**src/hdl/complex_quaternary_weight_dot_unit_macros.svh**
```systemverilog
`ifndef COMPLEX_QUATERNARY_WEIGHT_DOT_UNIT_MACROS_SVH
`define COMPLEX_QUATERNARY_WEIGHT_DOT_UNIT_MACROS_SVH

// Check a consequence in the same cycle as its trigger.
`define CQWD_ASSERT_SAME(lbl, ante, cons, msg) \
	lbl: assert property (@(posedge clk) disable iff (!arst_n) (ante) |-> (cons)) \
		else $error(msg);

// Check a consequence in the cycle after its trigger.
`define CQWD_ASSERT_NEXT(lbl, ante, cons, msg) \
	lbl: assert property (@(posedge clk) disable iff (!arst_n) (ante) |=> (cons)) \
		else $error(msg);

`endif

```
**src/hdl/cqwd_pkg.sv**
```systemverilog
package cqwd_pkg;

	localparam int LANES  = 4;
	localparam int ACT_W  = 16;
	localparam int CODE_W = 2;
	localparam int CODES_W = LANES * CODE_W;
	localparam int PROD_W = 2 * ACT_W;
	// four terms of at most 2^30 in magnitude need two more bits
	localparam int TSUM_W = PROD_W + 2;
	localparam int OUT_W  = 48;

	typedef logic signed [ACT_W-1:0]  act_t;
	typedef logic signed [PROD_W-1:0] prod_t;
	typedef logic signed [TSUM_W-1:0] tsum_t;
	typedef logic signed [OUT_W-1:0]  sum_t;

	// weight code meaning
	typedef enum logic [CODE_W-1:0] {
		CODE_NEG_ONE = 2'b00,
		CODE_POS_ONE = 2'b01,
		CODE_NEG_I   = 2'b10,
		CODE_POS_I   = 2'b11
	} code_t;

	// signed product terms of one item, handed to the accumulator side
	typedef struct packed {
		logic              valid;
		logic              last;
		prod_t [LANES-1:0] re;
		prod_t [LANES-1:0] im;
	} term_bus_t;

endpackage

```
**src/hdl/cqwd_result_if.sv**
```systemverilog
interface cqwd_result_if import cqwd_pkg::*; ();
	logic valid;
	logic ready;
	sum_t sum_re;
	sum_t sum_im;

	modport source (
		output valid, sum_re, sum_im,
		input  ready
	);

	modport sink (
		input  valid, sum_re, sum_im,
		output ready
	);
endinterface

```
**src/hdl/cqwd_accum.sv**
```systemverilog
`include "complex_quaternary_weight_dot_unit_macros.svh"

module cqwd_accum import cqwd_pkg::*; #(
	parameter int ACC_WIDTH = 48
) (
	input  logic        clk,
	input  logic        arst_n,
	input  term_bus_t   terms,
	output logic        take,
	cqwd_result_if.source result
);

	typedef logic signed [ACC_WIDTH-1:0] acc_t;
	typedef logic signed [ACC_WIDTH:0]   wide_t;

	logic  valid_s3;
	logic  last_s3;
	tsum_t add_re_s3;
	tsum_t add_im_s3;
	tsum_t add_re_c;
	tsum_t add_im_c;

	acc_t  acc_re_q;
	acc_t  acc_im_q;
	wide_t wide_re_c;
	wide_t wide_im_c;
	acc_t  new_re_c;
	acc_t  new_im_c;

	logic  out_valid_q;
	sum_t  sum_re_q;
	sum_t  sum_im_q;

	logic  out_free;
	logic  s3_go;

	// clamp a one-bit-wider sum to the accumulator range
	function automatic acc_t sat(input wide_t v);
		acc_t r;
		if (v[ACC_WIDTH] != v[ACC_WIDTH-1]) begin
			r = v[ACC_WIDTH] ? {1'b1, {(ACC_WIDTH-1){1'b0}}} : {1'b0, {(ACC_WIDTH-1){1'b1}}};
		end else begin
			r = v[ACC_WIDTH-1:0];
		end
		return r;
	endfunction

	// a row-ending request waits only for a free result register
	assign out_free = !out_valid_q || result.ready;
	assign s3_go    = valid_s3 && (!last_s3 || out_free);
	assign take     = !valid_s3 || s3_go;

	// add the four terms of each part
	always_comb begin
		add_re_c = '0;
		add_im_c = '0;
		for (int n = 0; n < LANES; n++) begin
			add_re_c = add_re_c + TSUM_W'($signed(terms.re[n]));
			add_im_c = add_im_c + TSUM_W'($signed(terms.im[n]));
		end
	end

	// accumulate with saturation
	assign wide_re_c = (ACC_WIDTH+1)'(acc_re_q) + (ACC_WIDTH+1)'(add_re_s3);
	assign wide_im_c = (ACC_WIDTH+1)'(acc_im_q) + (ACC_WIDTH+1)'(add_im_s3);
	assign new_re_c  = sat(wide_re_c);
	assign new_im_c  = sat(wide_im_c);

	// control state and accumulator
	always_ff @(posedge clk or negedge arst_n) begin
		if (!arst_n) begin
			valid_s3    <= 1'b0;
			acc_re_q    <= '0;
			acc_im_q    <= '0;
			out_valid_q <= 1'b0;
		end else begin
			if (take) begin
				valid_s3 <= terms.valid;
			end
			if (s3_go) begin
				if (last_s3) begin
					acc_re_q <= '0;
					acc_im_q <= '0;
				end else begin
					acc_re_q <= new_re_c;
					acc_im_q <= new_im_c;
				end
			end
			if (s3_go && last_s3) begin
				out_valid_q <= 1'b1;
			end else if (result.ready) begin
				out_valid_q <= 1'b0;
			end
		end
	end

	// hold the term sums and the row result
	always_ff @(posedge clk) begin
		if (take && terms.valid) begin
			last_s3   <= terms.last;
			add_re_s3 <= add_re_c;
			add_im_s3 <= add_im_c;
		end
		if (s3_go && last_s3) begin
			sum_re_q <= OUT_W'(new_re_c);
			sum_im_q <= OUT_W'(new_im_c);
		end
	end

	assign result.valid  = out_valid_q;
	assign result.sum_re = sum_re_q;
	assign result.sum_im = sum_im_q;

	`CQWD_ASSERT_NEXT(a_row_clears_acc, s3_go && last_s3, acc_re_q == '0 && acc_im_q == '0, "accumulator not cleared after row result")
	`CQWD_ASSERT_NEXT(a_row_end_waits, valid_s3 && last_s3 && !out_free, valid_s3 && last_s3 && $stable(add_re_s3) && $stable(add_im_s3), "row-ending request lost while result blocked")
	`CQWD_ASSERT_SAME(a_result_from_row_end, $rose(out_valid_q), $past(valid_s3 && last_s3), "result shown without a row-ending request")

endmodule

```
**src/flat_wrapper.sv**
```systemverilog
// flat-port wrapper written by rule: the top's interface ports become plain ports
module cqwd_accum_flat import cqwd_pkg::*;
#(
	parameter int ACC_WIDTH = 48
)
  (clk, arst_n, terms, take, result_valid, result_sum_re, result_sum_im, result_ready);
  cqwd_result_if result_i ();
  input  logic clk;
  input  logic arst_n;
  input  term_bus_t terms;
  output logic take;
  output wire logic [$bits(result_i.valid)-1:0] result_valid;
  output wire logic [$bits(result_i.sum_re)-1:0] result_sum_re;
  output wire logic [$bits(result_i.sum_im)-1:0] result_sum_im;
  input wire logic [$bits(result_i.ready)-1:0] result_ready;
  assign result_valid = result_i.valid;
  assign result_sum_re = result_i.sum_re;
  assign result_sum_im = result_i.sum_im;
  assign result_i.ready = result_ready;
  cqwd_accum #(.ACC_WIDTH(ACC_WIDTH)) u_core (.clk(clk), .arst_n(arst_n), .terms(terms), .take(take), .result(result_i));
endmodule
```
**config.mk**
```make
export PLATFORM = sky130hd
export DESIGN_NAME = cqwd_accum_flat
export DESIGN_NICKNAME = d
export VERILOG_FILES = /design/src/hdl/cqwd_pkg.sv /design/src/hdl/cqwd_result_if.sv /design/src/hdl/cqwd_accum.sv /design/src/flat_wrapper.sv
export VERILOG_INCLUDE_DIRS = /design/src /design/src/hdl
export SDC_FILE = /design/constraint.sdc
export NUM_CORES = 1
export LEC_CHECK = 0
export ABC_AREA = 1
export BUFFER_PORTS_ARGS = -buffer_cell sky130_fd_sc_hd__buf_2
export CAP_MARGIN = 20
export CORE_MARGIN = 4
export CORE_UTILIZATION = 54
export CTS_CLUSTER_DIAMETER = 150
export DETAILED_ROUTE_END_ITERATION = 8
export GPL_TIMING_DRIVEN = 0
export HOLD_SLACK_MARGIN = 0.03
export PLACE_DENSITY = 0.77
export SLEW_MARGIN = 15
export SYNTH_ARGS = -nofsm -noshare
export SYNTH_HDL_FRONTEND = slang
export SYNTH_SLANG_ARGS = --single-unit
```
**constraint.sdc**
```tcl
create_clock -name clk -period 3.2 [get_ports clk]
set_input_delay 0.16 -clock clk [delete_from_list [all_inputs] [get_ports clk]]
set_output_delay 0.16 -clock clk [all_outputs]
set_load 0.005 [all_outputs]
```
# Word level (Yosys, flattened, before mapping)
# Index checks and enable logic that the tools add are counted.
# totals
reg_bits	263
in_bits	261
# classes
n_eq_ne	2
muxes	8
reduce_logical	10
addsub	8
# ops
cell	n
48-bit two-way mux	6
48-bit by 34-bit adder with 49-bit output	2
33-bit by 32-bit adder with 34-bit output	2
34-bit by 32-bit adder with 34-bit output	2
32-bit by 32-bit adder with 33-bit output	2
1-bit logical AND	3
1-bit logical NOT	3
1-bit logical OR	3
1-bit two-way mux	2
1-bit != test	2
2-bit nonzero test	1

# Logic depth before layout (Yosys ltp)
# depth
depth_word	6
mapped_depth	20

# Worst setup path before layout
# Ideal clock, no wire load.
# synth_path
path_kind	register to register
start	reg u_core.last_s3
end	reg u_core.sum_im_q[0] (netlist: u_core.result.sum_im[0]) (enable)
period_less_slack_ns	3.274
t_arrival_ns	2.824
path_buffers	1
stages_incl_launch_ff	7
setup_ns	0.450
slack_ns	-0.074
path_cell_list	edfxtp_1 > nand3_1 > nand2_1 > clkbuf_1 > inv_1 > nand2_1 > inv_1
# synth_via
elab_chain_len	4
# synth_rtl
element	line	text
start: declaration	cqwd_accum.sv:17	logic last_s3;
start signal: assignment	cqwd_accum.sv:100	last_s3 <= terms.last;
1-bit logical NOT	cqwd_accum.sv:50	assign s3_go = valid_s3 && (!last_s3 || out_free);
1-bit logical OR	cqwd_accum.sv:50	
1-bit logical AND	cqwd_accum.sv:50	
1-bit logical AND *	cqwd_accum.sv:104	if (s3_go && last_s3) begin
end signal: assignment	cqwd_accum.sv:106	sum_im_q <= OUT_W'(new_im_c);
end: declaration	cqwd_accum.sv:32	sum_t sum_im_q;
# Mark *: on every way between the ends. The rest lies on a longest branch, timed or not.
# A chain may end at the register's enable or synchronous reset.

# Worst setup path in the final report
# layout_path
start	reg u_core.add_im_s3[0]
end	reg u_core.sum_im_q[8] (netlist: u_core.result.sum_im[8]), data pin
# layout_via
elab_chain_len	3
elab_cells_between_ends	4
# layout_rtl
element	line	text
start: declaration	cqwd_accum.sv:19	tsum_t add_im_s3;
start signal: assignment	cqwd_accum.sv:102	add_im_s3 <= add_im_c;
48-bit by 34-bit adder with 49-bit output *	cqwd_accum.sv:65	assign wide_im_c = (ACC_WIDTH+1)'(acc_im_q) + (ACC_WIDTH+1)'(add_im_s3);
48-bit two-way mux / 1-bit != test (equally long branches)	cqwd_accum.sv:41, cqwd_accum.sv:40	
48-bit two-way mux *	cqwd_accum.sv:40	if (v[ACC_WIDTH] != v[ACC_WIDTH-1]) begin
net u_core.new_im_c[8]	cqwd_accum.sv:28	acc_t new_im_c;
# Mark *: on every way through the listed nets, which the timed path passes. The rest lies on a longest branch.

==> reports/results.ini <==
[outcome]
status=completed

[clocking]
clkLatencyLatePin_ns=0.56
cts_tree=built
cts_made_buffers=27
htreeDepth=1
clockBufferDepth=3
path_clk_slew_ns=0.06
root_buffer=clkbuf_16
clock-sinks=263

[drt]
drc=0
first_iter_violations=1514
vias=22100
dr.pass1.iters=6
wl_per_cell_um=16.1
via_per_inst=5.04
routed_wl_um=70500
antenna_left=0

[worst_setup_path]
crit_type=reg2reg
r2r-end=u_core.result.sum_im[8]
rr_startpoint=u_core.add_im_s3[0]
reg2reg_slack_ns=0.13
critPathArrivalTime_ns=3.35
reg2regPathDepth=16
worstPathRequired_ns=3.48
end_kind=flip-flop
cp-start-kind=flip-flop
worstPathMaxFanout=10

[global_route]
grt.overflow.total=0
grt_pass1_vias=21300
grt_pass1_wl_um=112000
gr-usage-all-layers=0.279
grt_max_degree=69
antenna_found_initial=1

[layout]
final_nets=4313
drive_gt1_frac=0.151
final_cells=4378
antenna_cells=0
syn2layout_area_growth_pct=14.6

[sta]
worst_pin_slew_ns=0.991
finClkSkew_ns=0.0134
finalMaxSlewViolations=0
period_needed_ns=3.07
timing.final.crit_share=0.960
hold_viol_final=0
worst_slack_ns=0.127
setup-violations-final=0
relSlewSlack=0.337
fmax_mhz=325
tns_ns=0

[floorplanning]
die_y_um=222
ios=359
rows=78
die-width_um=222
coreArea_um2=45300
initial_utilization=0.544
die_area_um2=49100

[logic_synthesis]
synthMostInstantiatedCell=nand2_1
avgSynthCellArea_um2=7.34
synth_edf_count=165
netlist_top_cells_area=edfxtp_1 (20%), nand2_1 (16%), fa_1 (11%), inv_1 (11%), dfrtp_1 (9.9%)
ys.warnings.count=0
async_flop_share=0.373
yosys.cell_types.count=38
synth_nets=3914
ys.flop_type=edfxtp_1
yosys.area.top_type=edfxtp_1
syn_area_um2=24700
seq_area_frac_synth=0.300
syn-instance-count=3359
netlist.area_leader.share=0.201
ys_seq_elements=263
synthTopCellsByCount=nand2_1 (1077), inv_1 (695), nor2_1 (216)

[place]
dp_cells=4321
io_buffers=358
pre_cts_slack_ns=-0.358
gp_congestion=0.970
hpwlAfterDp_um=59800

[hold_path]
min_path_type=in2async

[job]
maxCapViolCount=0

[pwr]
power_density_nw_per_um2=1080
leakagePower_nw=15.7
ir_worst_vdd_uv=683

[kinds of logic after synthesis]
kind of cell | after synthesis | share of synthesized area
simple gates | 1572 | 0.263
buf+inv | 744 | 0.119
compound gates | 361 | 0.0841
fa+ha+maj | 294 | 0.189
flops | 263 | 0.300
xor+xnor | 125 | 0.0444
[metal layers]
layer / GRT usage / vias up / part of all wire
met4: 0.0514 / 0 / 0.019
li1: - / 11200 / -
met1: 0.412 / 10100 / 0.47
met3: 0.0418 / 69 / 0.071
met2: 0.446 / 673 / 0.44
met5: 0 / - / 0
[final cells by class]
| type | count | area, um2 |
|---|---|---|
| sequential | 263 | 7410 |
| tap | 600 | 751 |
| clock buffer | 32 | 714 |
| inverter | 706 | 2660 |
| buffer | 38 | 284 |
| multi-input combinational | 2352 | 14300 |
| fill | 4253 | 17000 |
| clock inverter | 17 | 128 |
| timing repair buffer | 370 | 1980 |
[placed cells by master (no fill, tap or decap), drive strengths merged, types with 90 or more instances in the layout]
cell | netlist | layout
nand2 | 1151 | 1151
ha | 162 | 162
nor2 | 234 | 234
dfrtp | 98 | 98
nand3 | 90 | 90
inv | 706 | 705
a21oi | 184 | 184
buf | 28 | 392
edfxtp | 165 | 165
fa | 132 | 132
o21ai | 101 | 101
xor2 | 91 | 91
[stage by stage]
stage | area, um2 | power [mW] | util | hold slack [ns]
floorplan | 24700 | 21.0 | - | -0.136
global placement | 27200 | 26.9 | 0.601 | 0.348
detailed placement | 27300 | 27.1 | 0.603 | 0.0642
CTS | 28200 | 30.3 | 0.623 | 0.0460
global route | 28300 | 33.2 | 0.624 | 0.0776
finish | 28300 | 30.5 | 0.624 | 0.0613
[power breakdown]
group / switching (mW) / internal (mW) / leakage [nW]
sequential: 0.765 / 6.12 / 2.85
clock: 1.35 / 1.68 / 0.393
combinational: 13.6 / 6.98 / 12.4
[registers in the layout, indices dropped and copies added (netlist names)]
| register | flops |
|---|---|
| u_core.acc_im_q | 48 |
| u_core.acc_re_q | 48 |
| u_core.add_im_s3 | 34 |
| u_core.add_re_s3 | 34 |
| u_core.last_s3 | 1 |
| u_core.result.sum_im | 48 |
| u_core.result.sum_re | 48 |
| u_core.result.valid | 1 |
| u_core.valid_s3 | 1 |
[repair_timing]
item / 4_1_cts / 5_1_grt
setup endpoints to repair: 16 / 253
setup buffers: 0 / 2
endpoints found under the hold margin: 103 / 0
hold buffers: 6 / 0
gates resized for setup: 4 / 8
[how the worst max path moves through the flow]
stage,endpoint,from
6_report,u_core.result.sum_im[8],u_core.add_im_s3[0]
5_1_grt,u_core.acc_re_q[26],u_core.add_re_s3[33]
4_1_cts,u_core.result.sum_im[8],u_core.add_im_s3[33]
3_5_place_dp,u_core.add_re_s3[33],terms[129]
3_3_place_gp,u_core.result.sum_re[25],u_core.last_s3
2_1_floorplan,u_core.add_re_s3[31],terms[129]
[worst max-delay path: stages (launching register included)]
cell and delay, ns:
edfxtp_1 0.49, ha_2 0.25, fa_2 0.38, nand2_1 0.11, nand2_1 0.06, nand3b_1 0.10
nand2_2 0.14, nand2_1 0.12, nand2_2 0.14, nand2_1 0.14, nand3_1 0.09, nand2_1 0.08
nand2_2 0.11, nand2_2 0.10, buf_8 0.18, buf_8 0.17, nand2_2 0.13
(Power assumes the default switching activity.)
